`config.mk`:
```
export PLATFORM = sky130hd
export DESIGN_NAME = ppu_background_tile_fetch_flat
export DESIGN_NICKNAME = d
export VERILOG_FILES = /design/src/sv/ppu_bgtf_pkg.sv /design/src/sv/ppu_bgtf_in_if.sv /design/src/sv/ppu_bgtf_out_if.sv /design/src/sv/ppu_background_tile_fetch.sv /design/src/flat_wrapper.sv
export SDC_FILE = /design/constraint.sdc
export NUM_CORES = 1
export LEC_CHECK = 0
export BUFFER_PORTS_ARGS = -buffer_cell sky130_fd_sc_hd__buf_4
export CELL_PAD_IN_SITES_DETAIL_PLACEMENT = 1
export CELL_PAD_IN_SITES_GLOBAL_PLACEMENT = 1
export CORE_ASPECT_RATIO = 1.25
export CORE_MARGIN = 4
export CORE_UTILIZATION = 41
export DETAILED_ROUTE_END_ITERATION = 7
export PLACE_DENSITY_LB_ADDON = 0.15
export SETUP_SLACK_MARGIN = 0.3
export SLEW_MARGIN = 20
export SYNTH_ARGS = -nofsm -noshare
export SYNTH_HDL_FRONTEND = slang
export SYNTH_SLANG_ARGS = --single-unit
```
`constraint.sdc`:
```
create_clock -name clk -period 4.4 [get_ports clk]
set_input_delay 0.88 -clock clk [delete_from_list [all_inputs] [get_ports clk]]
set_output_delay 0.88 -clock clk [all_outputs]
set_load 0.005 [all_outputs]
```
`src/sv/ppu_bgtf_pkg.sv`:
```
// ----------------------------------------------------------------------------
// ppu_bgtf_pkg
// Shared widths, codes and address helpers for the background tile fetch.
// ----------------------------------------------------------------------------
package ppu_bgtf_pkg;

  localparam int DOT_W   = 9;
  localparam int VADDR_W = 15;
  localparam int FETCH_W = 14;
  localparam int SHIFT_W = 16;
  localparam int BYTE_W  = 8;
  localparam int PADDR_W = 3;
  localparam int PDATA_W = 32;

  // Register indexes, taken from paddr above the byte lane bits.
  localparam logic [PADDR_W-3:0] REG_PATTERN_TABLE = 1'b0;

  // Kind of read request waiting for its reply.
  localparam logic [2:0] KIND_NONE = 3'd0;
  localparam logic [2:0] KIND_NT   = 3'd1;
  localparam logic [2:0] KIND_ATTR = 3'd2;
  localparam logic [2:0] KIND_LOW  = 3'd3;
  localparam logic [2:0] KIND_HIGH = 3'd4;

  localparam logic [VADDR_W-1:0] FINE_Y_MASK   = 15'h7000;
  localparam logic [VADDR_W-1:0] COARSE_Y_MASK = 15'h03E0;
  localparam logic [VADDR_W-1:0] COARSE_X_MASK = 15'h001F;
  localparam logic [VADDR_W-1:0] NT_V_TOGGLE   = 15'h0800;
  localparam logic [VADDR_W-1:0] NT_H_TOGGLE   = 15'h0400;
  localparam logic [VADDR_W-1:0] HORIZ_MASK    = 15'h041F;
  localparam logic [VADDR_W-1:0] FINE_Y_STEP   = 15'h1000;
  localparam logic [FETCH_W-1:0] NT_BASE       = 14'h2000;
  localparam logic [FETCH_W-1:0] ATTR_BASE     = 14'h23C0;
  localparam logic [FETCH_W-1:0] NT_OFS_MASK   = 14'h0FFF;
  localparam logic [FETCH_W-1:0] ATTR_NT_MASK  = 14'h0C00;

  function automatic logic [VADDR_W-1:0] inc_x(input logic [VADDR_W-1:0] v);
    logic [VADDR_W-1:0] r;
    if ((v & COARSE_X_MASK) == COARSE_X_MASK) begin
      r = (v & ~COARSE_X_MASK) ^ NT_H_TOGGLE;
    end else begin
      r = v + 15'd1;
    end
    return r;
  endfunction

  function automatic logic [VADDR_W-1:0] inc_y(input logic [VADDR_W-1:0] v);
    logic [VADDR_W-1:0] w;
    logic [4:0]         y;
    w = v & ~FINE_Y_MASK;
    y = w[9:5];
    if ((v & FINE_Y_MASK) != FINE_Y_MASK) begin
      w = v + FINE_Y_STEP;
    end else begin
      if (y == 5'd29) begin
        y = 5'd0;
        w = w ^ NT_V_TOGGLE;
      end else if (y == 5'd31) begin
        y = 5'd0;
      end else begin
        y = y + 5'd1;
      end
      w = (w & ~COARSE_Y_MASK) | {5'd0, y, 5'd0};
    end
    return w;
  endfunction

endpackage

```
`src/sv/ppu_bgtf_in_if.sv`:
```
// ----------------------------------------------------------------------------
// ppu_bgtf_in_if
// Dot channel: one beat per PPU dot with v, t and the returned bus byte.
// ----------------------------------------------------------------------------
interface ppu_bgtf_in_if import ppu_bgtf_pkg::*; ();
  logic               valid;
  logic               ready;
  logic [DOT_W-1:0]   dot;
  logic               render_on;
  logic [VADDR_W-1:0] vram_addr_in;
  logic [VADDR_W-1:0] temp_addr_in;
  logic [BYTE_W-1:0]  read_byte;

  modport source (output valid, dot, render_on, vram_addr_in, temp_addr_in, read_byte,
                  input ready);
  modport sink (input valid, dot, render_on, vram_addr_in, temp_addr_in, read_byte,
                output ready);
endinterface

```
`src/sv/ppu_bgtf_out_if.sv`:
```
// ----------------------------------------------------------------------------
// ppu_bgtf_out_if
// Result channel: updated v, the fetch request and the four shifters.
// ----------------------------------------------------------------------------
interface ppu_bgtf_out_if import ppu_bgtf_pkg::*; ();
  logic               valid;
  logic               ready;
  logic [VADDR_W-1:0] vram_addr_out;
  logic [FETCH_W-1:0] fetch_addr;
  logic               fetch_valid;
  logic [SHIFT_W-1:0] pattern_low_shift;
  logic [SHIFT_W-1:0] pattern_high_shift;
  logic [SHIFT_W-1:0] palette_low_shift;
  logic [SHIFT_W-1:0] palette_high_shift;

  modport source (output valid, vram_addr_out, fetch_addr, fetch_valid, pattern_low_shift,
                  pattern_high_shift, palette_low_shift, palette_high_shift,
                  input ready);
  modport sink (input valid, vram_addr_out, fetch_addr, fetch_valid, pattern_low_shift,
                pattern_high_shift, palette_low_shift, palette_high_shift,
                output ready);
endinterface

```
`src/sv/ppu_background_tile_fetch.sv`:
```
// Path: an accepted dot beat passes the dot register, then the result register.
// Throughput: one dot per cycle while result.ready is not held low; the dot register
// and the result register form a two-entry pipeline, so a waiting result stops new dots once the dot register is full.
// Reset: synchronous active-high rst clears all latches, shifters, the pending
// request and the pattern table select; no clearing pass is needed.
// ----------------------------------------------------------------------------
// ppu_background_tile_fetch
// Background fetch sequencer: latches bus replies, shifts and reloads the
// pattern and palette shifters, steps loopy v and issues the next bus read.
// ----------------------------------------------------------------------------
module ppu_background_tile_fetch import ppu_bgtf_pkg::*; (
  input  logic                clk,
  input  logic                rst,
  ppu_bgtf_in_if.sink         item,
  ppu_bgtf_out_if.source      result,
  input  logic                psel,
  input  logic                penable,
  input  logic                pwrite,
  input  logic [PADDR_W-1:0]  paddr,
  input  logic [PDATA_W-1:0]  pwdata,
  output logic [PDATA_W-1:0]  prdata,
  output logic                pready
);

  logic                pattern_table_right;

  logic                s1_valid;
  logic [DOT_W-1:0]    s1_dot;
  logic                s1_render;
  logic [VADDR_W-1:0]  s1_v;
  logic [VADDR_W-1:0]  s1_t;
  logic [BYTE_W-1:0]   s1_rb;

  logic [BYTE_W-1:0]   tile_index_latch;
  logic [1:0]          palette_pair_latch;
  logic [BYTE_W-1:0]   low_plane_latch;
  logic [BYTE_W-1:0]   high_plane_latch;
  logic [SHIFT_W-1:0]  shifters [4];
  logic [2:0]          pending_kind;
  logic [1:0]          attr_sel;

  logic                res_valid;
  logic [VADDR_W-1:0]  res_v;
  logic [FETCH_W-1:0]  res_faddr;
  logic                res_fvalid;

  logic                advance;
  logic                step;
  logic                cfg_write;

  logic [BYTE_W-1:0]   tile_next;
  logic [1:0]          palette_next;
  logic [BYTE_W-1:0]   low_next;
  logic [BYTE_W-1:0]   high_next;
  logic [SHIFT_W-1:0]  shifters_next [4];
  logic [2:0]          kind_next;
  logic [1:0]          attr_sel_next;
  logic [VADDR_W-1:0]  v_y;
  logic [VADDR_W-1:0]  v_x;
  logic [VADDR_W-1:0]  v_next;
  logic [FETCH_W-1:0]  faddr_next;
  logic [2:0]          ph;
  logic                shift_en;
  logic                incx_en;
  logic                reload_en;
  logic                fetch_win;
  logic [4:0]          cx;
  logic [4:0]          cy;

  assign advance   = !res_valid || result.ready;
  assign step      = s1_valid && advance;
  assign item.ready = !s1_valid || advance;

  assign pready    = 1'b1;
  assign cfg_write = psel && penable && pwrite && (paddr[PADDR_W-1:2] == REG_PATTERN_TABLE);
  assign prdata    = (paddr[PADDR_W-1:2] == REG_PATTERN_TABLE) ?
                     {{(PDATA_W-1){1'b0}}, pattern_table_right} : '0;

  assign ph = s1_dot[2:0];

  always_comb begin
    tile_next    = tile_index_latch;
    palette_next = palette_pair_latch;
    low_next     = low_plane_latch;
    high_next    = high_plane_latch;
    case (pending_kind)
      KIND_NT:   tile_next = s1_rb;
      KIND_ATTR: begin
        case (attr_sel)
          2'd0:    palette_next = s1_rb[1:0];
          2'd1:    palette_next = s1_rb[3:2];
          2'd2:    palette_next = s1_rb[5:4];
          default: palette_next = s1_rb[7:6];
        endcase
      end
      KIND_LOW:  low_next = s1_rb;
      KIND_HIGH: high_next = s1_rb;
      default:   ;
    endcase
  end

  always_comb begin
    shift_en  = (s1_dot >= 9'd2 && s1_dot <= 9'd257) || (s1_dot >= 9'd322 && s1_dot <= 9'd337);
    incx_en   = (ph == 3'd0 && s1_dot >= 9'd8 && s1_dot <= 9'd256) ||
                s1_dot == 9'd328 || s1_dot == 9'd336;
    reload_en = (ph == 3'd1 && s1_dot >= 9'd9 && s1_dot <= 9'd257) ||
                s1_dot == 9'd329 || s1_dot == 9'd337;
    fetch_win = (s1_dot >= 9'd1 && s1_dot <= 9'd256) || (s1_dot >= 9'd321 && s1_dot <= 9'd336);
  end

  always_comb begin
    for (int i = 0; i < 4; i++) begin
      shifters_next[i] = shift_en ? {shifters[i][SHIFT_W-2:0], 1'b0} : shifters[i];
    end
    if (reload_en) begin
      shifters_next[0][BYTE_W-1:0] = low_next;
      shifters_next[1][BYTE_W-1:0] = high_next;
      shifters_next[2][BYTE_W-1:0] = {BYTE_W{palette_next[0]}};
      shifters_next[3][BYTE_W-1:0] = {BYTE_W{palette_next[1]}};
    end
  end

  always_comb begin
    v_y    = (s1_render && s1_dot == 9'd256) ? inc_y(s1_v) : s1_v;
    v_x    = (s1_render && incx_en) ? inc_x(v_y) : v_y;
    v_next = (s1_render && s1_dot == 9'd257) ? ((v_x & ~HORIZ_MASK) | (s1_t & HORIZ_MASK))
                                             : v_x;
  end

  always_comb begin
    cx            = v_next[4:0];
    cy            = v_next[9:5];
    kind_next     = KIND_NONE;
    faddr_next    = '0;
    attr_sel_next = attr_sel;
    if (fetch_win) begin
      case (ph)
        3'd1: begin
          kind_next  = KIND_NT;
          faddr_next = NT_BASE | (v_next[FETCH_W-1:0] & NT_OFS_MASK);
        end
        3'd3: begin
          kind_next     = KIND_ATTR;
          faddr_next    = ATTR_BASE | (v_next[FETCH_W-1:0] & ATTR_NT_MASK) |
                          {8'd0, cy[4:2], cx[4:2]};
          attr_sel_next = {cy[1], cx[1]};
        end
        3'd5: begin
          kind_next  = KIND_LOW;
          faddr_next = {1'b0, pattern_table_right, tile_next, 1'b0, v_next[14:12]};
        end
        3'd7: begin
          kind_next  = KIND_HIGH;
          faddr_next = {1'b0, pattern_table_right, tile_next, 1'b1, v_next[14:12]};
        end
        default: ;
      endcase
    end else if (s1_dot == 9'd338 || s1_dot == 9'd340) begin
      kind_next  = KIND_NT;
      faddr_next = NT_BASE | (v_next[FETCH_W-1:0] & NT_OFS_MASK);
    end
  end

  always_ff @(posedge clk) begin
    if (rst) begin
      pattern_table_right <= 1'b0;
    end else if (cfg_write) begin
      pattern_table_right <= pwdata[0];
    end
  end

  always_ff @(posedge clk) begin
    if (rst) begin
      s1_valid <= 1'b0;
    end else if (item.ready) begin
      s1_valid <= item.valid;
    end
  end

  always_ff @(posedge clk) begin
    if (item.ready && item.valid) begin
      s1_dot    <= item.dot;
      s1_render <= item.render_on;
      s1_v      <= item.vram_addr_in;
      s1_t      <= item.temp_addr_in;
      s1_rb     <= item.read_byte;
    end
  end

  always_ff @(posedge clk) begin
    if (rst) begin
      tile_index_latch   <= '0;
      palette_pair_latch <= '0;
      low_plane_latch    <= '0;
      high_plane_latch   <= '0;
      pending_kind       <= KIND_NONE;
      attr_sel           <= '0;
      for (int i = 0; i < 4; i++) begin
        shifters[i] <= '0;
      end
    end else if (step) begin
      tile_index_latch   <= tile_next;
      palette_pair_latch <= palette_next;
      low_plane_latch    <= low_next;
      high_plane_latch   <= high_next;
      pending_kind       <= kind_next;
      attr_sel           <= attr_sel_next;
      for (int i = 0; i < 4; i++) begin
        shifters[i] <= shifters_next[i];
      end
    end
  end

  always_ff @(posedge clk) begin
    if (rst) begin
      res_valid <= 1'b0;
    end else if (advance) begin
      res_valid <= s1_valid;
    end
  end

  always_ff @(posedge clk) begin
    if (step) begin
      res_v      <= v_next;
      res_faddr  <= faddr_next;
      res_fvalid <= (kind_next != KIND_NONE);
    end
  end

  assign result.valid              = res_valid;
  assign result.vram_addr_out      = res_v;
  assign result.fetch_addr         = res_faddr;
  assign result.fetch_valid        = res_fvalid;
  assign result.pattern_low_shift  = shifters[0];
  assign result.pattern_high_shift = shifters[1];
  assign result.palette_low_shift  = shifters[2];
  assign result.palette_high_shift = shifters[3];

endmodule

```
`src/flat_wrapper.sv`:
```
// flat-port wrapper written by rule: the top's interface ports become plain ports
module ppu_background_tile_fetch_flat import ppu_bgtf_pkg::*;
  (clk, rst, psel, penable, pwrite, paddr, pwdata, prdata, pready, item_valid, item_dot, item_render_on, item_vram_addr_in, item_temp_addr_in, item_read_byte, item_ready, result_valid, result_vram_addr_out, result_fetch_addr, result_fetch_valid, result_pattern_low_shift, result_pattern_high_shift, result_palette_low_shift, result_palette_high_shift, result_ready);
  ppu_bgtf_in_if item_i ();
  ppu_bgtf_out_if result_i ();
  input  logic clk;
  input  logic rst;
  input  logic psel;
  input  logic penable;
  input  logic pwrite;
  input  logic [PADDR_W-1:0] paddr;
  input  logic [PDATA_W-1:0] pwdata;
  output logic [PDATA_W-1:0] prdata;
  output logic pready;
  input wire logic [$bits(item_i.valid)-1:0] item_valid;
  input wire logic [$bits(item_i.dot)-1:0] item_dot;
  input wire logic [$bits(item_i.render_on)-1:0] item_render_on;
  input wire logic [$bits(item_i.vram_addr_in)-1:0] item_vram_addr_in;
  input wire logic [$bits(item_i.temp_addr_in)-1:0] item_temp_addr_in;
  input wire logic [$bits(item_i.read_byte)-1:0] item_read_byte;
  output wire logic [$bits(item_i.ready)-1:0] item_ready;
  output wire logic [$bits(result_i.valid)-1:0] result_valid;
  output wire logic [$bits(result_i.vram_addr_out)-1:0] result_vram_addr_out;
  output wire logic [$bits(result_i.fetch_addr)-1:0] result_fetch_addr;
  output wire logic [$bits(result_i.fetch_valid)-1:0] result_fetch_valid;
  output wire logic [$bits(result_i.pattern_low_shift)-1:0] result_pattern_low_shift;
  output wire logic [$bits(result_i.pattern_high_shift)-1:0] result_pattern_high_shift;
  output wire logic [$bits(result_i.palette_low_shift)-1:0] result_palette_low_shift;
  output wire logic [$bits(result_i.palette_high_shift)-1:0] result_palette_high_shift;
  input wire logic [$bits(result_i.ready)-1:0] result_ready;
  assign item_i.valid = item_valid;
  assign item_i.dot = item_dot;
  assign item_i.render_on = item_render_on;
  assign item_i.vram_addr_in = item_vram_addr_in;
  assign item_i.temp_addr_in = item_temp_addr_in;
  assign item_i.read_byte = item_read_byte;
  assign item_ready = item_i.ready;
  assign result_valid = result_i.valid;
  assign result_vram_addr_out = result_i.vram_addr_out;
  assign result_fetch_addr = result_i.fetch_addr;
  assign result_fetch_valid = result_i.fetch_valid;
  assign result_pattern_low_shift = result_i.pattern_low_shift;
  assign result_pattern_high_shift = result_i.pattern_high_shift;
  assign result_palette_low_shift = result_i.palette_low_shift;
  assign result_palette_high_shift = result_i.palette_high_shift;
  assign result_i.ready = result_ready;
  ppu_background_tile_fetch u_core (.clk(clk), .rst(rst), .item(item_i), .result(result_i), .psel(psel), .penable(penable), .pwrite(pwrite), .paddr(paddr), .pwdata(pwdata), .prdata(prdata), .pready(pready));
endmodule
```
==> out/qor.yml, run 1 <==
status: "completed"
holdWs_ns: 0.455
die_h_microns: 164
critical_path.max_fanout: 7
core.rowCount: 56
ys_types: 66
yosys.area.top_type_share_pct: 50.1
worstHoldPathType: "reg2reg"
fin_tns_setup_ns: 0
grt_pass1_vias: 5835
cpMostUsedCell: "ha_1"
hold_buffers: 0
drt_first_iter_violations: 245
synth_edf_count: 133
clkSinkCount: 167
finalNetCount: 882
use_met3_pct: 4.32
fp.dieArea_sq_um: 21800
area_delta_synth_final_pct: 19.0
crit_arrival_ns: 3.64
r2r_setup_slack_ns: 1.00
maxCapViolations: 0
rsz0062_at_grt: "no"
rr_worst_depth: 9
async_flop_share_pct: 0
slew_headroom_pct: 34.8
reg2reg_from: "u_core.s1_v[5]$_DFFE_PP_"
worst_slew_pin_slew_ns: 0.978
hold_path.startpoint: "u_core.low_plane_latch[4]$_SDFFE_PP0P_"
power.static_leakage_nw: 3.73
post-cts-setup-buffers: 0
met1_usage_pct: 20.6
final_cells: 1030
drc: 0
firstDrtPassIters: 4
synth.most_common_cell: "edfxtp_1"
cts_tree: "done"
cts-root-buf: "clkbuf_16"
yosysWarningCount: 0
chipWidth_microns: 133
htree_num_levels: 4
numCtsBuffers: 17
cp.required_ns: 4.64
ys_seq_elements: 167
startpoint_type: "flop"
synth_cells: 680
final.period_utilization_pct: 77.2
vias_per_cell: 5.26
period_minus_slack_ns: 3.40
slew_violations: 0
min_to: "u_core.low_plane_latch[4]$_SDFFE_PP0P_"
portBuffers: 144
clock_path_buffers: 2
post_drt_wl_per_cell_microns: 19.1
max_stage_delay_ns: 0.63
grt_max_degree: 49
coreArea_sq_um: 18900
place_hpwl_mm: 14.5
setup_viol: 0
yosys-top-cells-count: "edfxtp_1, nand2_1, buf_4"
dp_cells: 998
powerDensity_nw_per_um2: 382
syn-cell-area_sq_um: 7970
seq_area_frac_synth_pct: 58.6
crit_path_end_kind: "flop"
drive_above_1_share_pct: 25.8
grt_pass1_wl_mm: 31.4
crit_chain: "ha_1 -> and3_1 -> ha_1 -> a41o_1 -> or4b_2 -> mux2i_1 -> a2bb2o_4 -> o31a_1 -> nor3_1"
r2r-end: "u_core.result.vram_addr_out[10]$_DFFE_PP_"
cts.repair.resized: 0
fin_skew_ns: 0.00888
io_pins: 219
whs_path_depth: 2
antenna_cells: 0
antenna_found_initial: 0
clk_pin_slew_ns: 0.07
ys.flop_type: "edfxtp_1"
synth_area_per_cell_sq_um: 11.7
yosysTopAreaCell: "edfxtp_1"
start_util_pct: 42.1
grt_busiest_layer: "met2"
gr-total-overflow: 0
clk_latency_ns: 0.42
vias: 5415
hold_viol_final: 0
grtUsageTotal_pct: 18.3
clock.fmax_ghz: 0.294
gr-usage-met2_pct: 33.5
routabilityCongestion: 0.860
peakVddDrop_v: 0.000229
routed_wirelength_mm: 19.6
worst-setup-path-type: "reg2reg"
ant_nets: 0
yosys-top-cells-area: "edfxtp_1, dfxtp_1, buf_4"
cp_slowest_cell: "or4b_2"
## metrics by stage
stage / area [sq um] / util, % / power [W] / setup WS, ns
6_report: 9480 / 50.1 / 0.00362 / 1.00
5_1_grt: 9480 / 50.1 / 0.00379 / 0.906
4_1_cts: 9480 / 50.1 / 0.00367 / 1.07
3_5_place_dp: 8900 / 47.1 / 0.00218 / 1.08
3_3_place_gp: 8900 / 47.1 / 0.00217 / 1.11
2_1_floorplan: 8080 / - / 0.00205 / 1.17
## cell usage in the layout (no fill, tap or decap), types with 16 or more instances in the layout
cell type	count
nor2_1	44
edfxtp_1	133
nand2_1	73
and2_1	36
dfxtp_1	34
mux2i_1	26
clkbuf_16	17
conb_1	32
a21oi_1	34
buf_4	149
a211oi_1	16
## worst max-delay path by stage
stage          depth (start not counted)                                   endpoint                     start
2_1_floorplan                          4        u_core.shifters[0][0]$_SDFFCE_PN0P_              result_ready
3_3_place_gp                           9  u_core.result.vram_addr_out[14]$_DFFE_PP_  u_core.s1_v[5]$_DFFE_PP_
3_5_place_dp                           9  u_core.result.vram_addr_out[10]$_DFFE_PP_  u_core.s1_v[5]$_DFFE_PP_
4_1_cts                                9  u_core.result.vram_addr_out[10]$_DFFE_PP_  u_core.s1_v[5]$_DFFE_PP_
5_1_grt                                9  u_core.result.vram_addr_out[10]$_DFFE_PP_  u_core.s1_v[5]$_DFFE_PP_
6_report                               9  u_core.result.vram_addr_out[10]$_DFFE_PP_  u_core.s1_v[5]$_DFFE_PP_
## routing by layer
layer  part of all wire [%]  vias to the layer above
met5                      0                        -
met4                    2.3                        0
met3                    4.7                       30
met2                     54                      157
met1                     39                     2639
li1                       -                     2589
## critical path: cells and delay by family (launching register included)
kind / cells / cell delay (ns)
AOI/OAI and AO/OA: 3 / 0.85
DFF: 1 / 0.52
and+or+nand+nor: 3 / 1.08
adders and majority gates: 2 / 0.50
muxes: 1 / 0.26
## registers in the layout, summed over array words and instances (netlist names)
register and cells:
u_core.attr_sel 2, u_core.high_plane_latch 8, u_core.low_plane_latch 8, u_core.palette_pair_latch 2, u_core.pattern_table_right 1, u_core.pending_kind 3
u_core.result.fetch_addr 14, u_core.result.fetch_valid 1, u_core.result.valid 1, u_core.result.vram_addr_out 15, u_core.s1_dot 9, u_core.s1_rb 8
u_core.s1_render 1, u_core.s1_t 6, u_core.s1_v 15, u_core.s1_valid 1, u_core.shifters 64, u_core.tile_index_latch 8
## layout make-up
| class | count | area (sq um) |
|---|---|---|
| repair buffers | 149 | 1120 |
| clock buffers | 19 | 433 |
| fillers | 2019 | 9430 |
| flip-flops and latches | 167 | 4670 |
| multi-input cells | 440 | 2780 |
| clock inverters | 13 | 149 |
| well taps | 232 | 290 |
| inverters | 10 | 37.5 |
## logic make-up (layout without fill, tap and decap cells)
logic type	count (synthesis)	in the layout	synth area share (%)
AND/OR/NAND/NOR	241	241	16.2
AO/OA/AOI/OAI	116	116	10.0
multiplexers	33	33	4.54
XOR/XNOR	11	11	1.21
adder cells (fa/ha/maj)	7	7	1.10
buffers and inverters	103	191	8.18
flip-flops	167	167	58.6
other	2	32	0.0942
## report_power, final
part / internal, W / leakage, nW / switching [W]
clock network: 0.000843 / 0.262 / 0.000635
logic: 0.000138 / 1.86 / 0.000154
registers: 0.00179 / 1.61 / 0.0000637
Note: power is estimated with default switching activity, not from simulation.
==> run 2, diff against run 1 <==
clock period = 3.35 ns   (was 4.4 ns; I/O delays follow)
==> run 2 against run 1 <==
  * Setup slack got worse by 0.55 ns
  * Sequential power increased by 31%
  * Count of clock-buffer cells in the layout increased by 1
  * Sequential share of layout area shrank 1.0 points
  * Register-to-register slack worse by 0.55 ns
  * Clock skew down 0.0026 ns
  * Clock power up 35%
  * Critical path depth shrank 1
  * Via count is 0.96% higher
  * Utilization is 1.1 points higher
==> out/qor.yml, run 2 (synthesis results as in run 1) <==
layout_common_cells: "buf_4, edfxtp_1, nand2_1, nor2_1, and2_1"
worstHoldPathType: "in2reg"
crit_path_start: "u_core.s1_v[12]$_DFFE_PP_"
holdWs_ns: 0.413
worst_slack_ns: 0.450
slew_headroom_pct: 35.0
maxCapViolations: 0
die_h_microns: 164
routed_wirelength_mm: 19.7
chipWidth_microns: 133
hold_buffers: 0
r2r-end: "u_core.result.vram_addr_out[14]$_DFFE_PP_"
cp.required_ns: 3.51
antenna_cells: 0
swShare_pct: 23.1
powerDensity_nw_per_um2: 499
r2r_setup_slack_ns: 0.45
fin_skew_ns: 0.00632
post_drt_wl_per_cell_microns: 18.9
rsz0062_at_grt: "no"
final_common_cell: "buf_4"
antenna_found_initial: 0
vias: 5467
grt_max_degree: 49
place_hpwl_mm: 14.3
ant_nets: 0
vias_per_cell: 5.23
worst_slew_pin_slew_ns: 0.975
register_area_sq_um: 4670
clk_pin_slew_ns: 0.06
worst-setup-path-type: "reg2reg"
startpoint_type: "flop"
clk_latency_ns: 0.43
pre_cts_ws_ns: 0.165
io_pins: 219
hold_viol_final: 0
reg2reg_from: "u_core.s1_v[12]$_DFFE_PP_"
combPwrFrac_pct: 8.5
core.rowCount: 56
fin_tns_setup_ns: 0
final.period_utilization_pct: 86.6
clock_path_buffers: 2
drc: 0
fillers: 2008
portBuffers: 144
slew_violations: 0
cts-root-buf: "clkbuf_16"
cts_tree: "done"
finalNetCount: 898
power.static_leakage_nw: 3.84
regMostFlops: "u_core.shifters"
seqPwrFrac_pct: 50.2
clock.fmax_ghz: 0.345
numCtsBuffers: 17
final_cells: 1046
netSwitchingPower_w: 0.00112
fp.dieArea_sq_um: 21800
intPower_w: 0.00372
firstDrtPassIters: 4
routabilityCongestion: 0.840
grt_pass1_vias: 5856
clockPowerShare_pct: 41.3
utilization_pct: 51.2
grtUsageTotal_pct: 18.3
htree_num_levels: 4
drive_above_1_share_pct: 27.8
multi_input_area_sq_um: 2860
coreArea_sq_um: 18900
gr-total-overflow: 0
period_minus_slack_ns: 2.90
drt_first_iter_violations: 281
grt_pass1_wl_mm: 31.3
largest_reg_flops: 64
area_delta_synth_final_pct: 21.5
rr_worst_depth: 8
critical_path.max_fanout: 10
setup_viol: 0
status: "completed"
crit_arrival_ns: 3.06
crit_path_end_kind: "flop"
dp_cells: 1008
crit_end: "u_core.result.vram_addr_out[14]$_DFFE_PP_"
start_util_pct: 42.1
clkSinkCount: 167
peakVddDrop_v: 0.000342
[run 2: changes by cell type in the layout (fill, tap and decap cells not counted), sizes merged]
| cell | previous run | this run |
|---|---|---|
| inv | 13 | 12 |
| clkinv | 1 | 3 |
| buf | 149 | 165 |
| clkbuf | 19 | 20 |
| clkinvlp | 7 | 4 |
| bufinv | 2 | 3 |
[run 2: worst max-delay path, stage by stage, from the launching register on]
cell,delay (ns)
edfxtp_1,0.37
ha_1,0.16
ha_1,0.23
nor4b_4,0.33
nand3_4,0.22
mux2i_2,0.30
or4b_1,0.62
nor4b_4,0.30
xnor2_1,0.09
[run 2: how the worst min path moves through the flow]
stage,startpoint,endpoint,slack [ns],depth (start not counted)
after global placement,u_core.low_plane_latch[3]$_SDFFE_PP0P_,u_core.low_plane_latch[3]$_SDFFE_PP0P_,0.44,2
final,item_dot[6],u_core.s1_dot[6]$_DFFE_PP_,0.41,1
after floorplan,u_core.high_plane_latch[0]$_SDFFE_PP0P_,u_core.high_plane_latch[0]$_SDFFE_PP0P_,0.44,2
after global routing,item_vram_addr_in[12],u_core.s1_v[12]$_DFFE_PP_,0.38,1
after CTS,item_dot[6],u_core.s1_dot[6]$_DFFE_PP_,0.39,1
after detailed placement,u_core.low_plane_latch[4]$_SDFFE_PP0P_,u_core.low_plane_latch[4]$_SDFFE_PP0P_,0.45,2
[run 2: layout make-up]
| class | instances | area share [%] |
|---|---|---|
| clock buffers | 20 | 4.51 |
| clock inverters | 12 | 1.56 |
| inverters | 10 | 0.387 |
| multi-input cells | 440 | 29.5 |
| flip-flops and latches | 167 | 48.3 |
| well taps | 232 | 3.00 |
| repair buffers | 165 | 12.8 |
[run 2: what timing repair did]
item                                    CTS  global route
pin swaps                                 1             2
endpoints found under the setup margin    7            10
resized for setup                         5             6
setup buffers                             2             4
cloned                                    0             0
[run 2: stage by stage]
stage	total power (W)	cell area (sq um)
floorplan	0.00270	8090
global placement	0.00286	8980
detailed placement	0.00287	8980
CTS	0.00488	9620
global route	0.00504	9690
finish	0.00484	9690
[run 2: per-layer routing]
layer	vias to the layer above	GRT usage [%]	share of wire (%)
met5	-	0	0
met4	0	6.57	2.2
met3	31	4.66	4.2
met2	146	33.8	53
met1	2664	20.5	41
li1	2626	-	-
[run 2: power groups by stage]
stage	Combinational (W)	Sequential (W)	Clock, W
after floorplan	0.000252	0.00245	0
after global placement	0.000393	0.00247	0
after detailed placement	0.000403	0.00247	0
after CTS	0.000409	0.00243	0.00205
after global routing	0.000452	0.00244	0.00215
final	0.000411	0.00243	0.00200
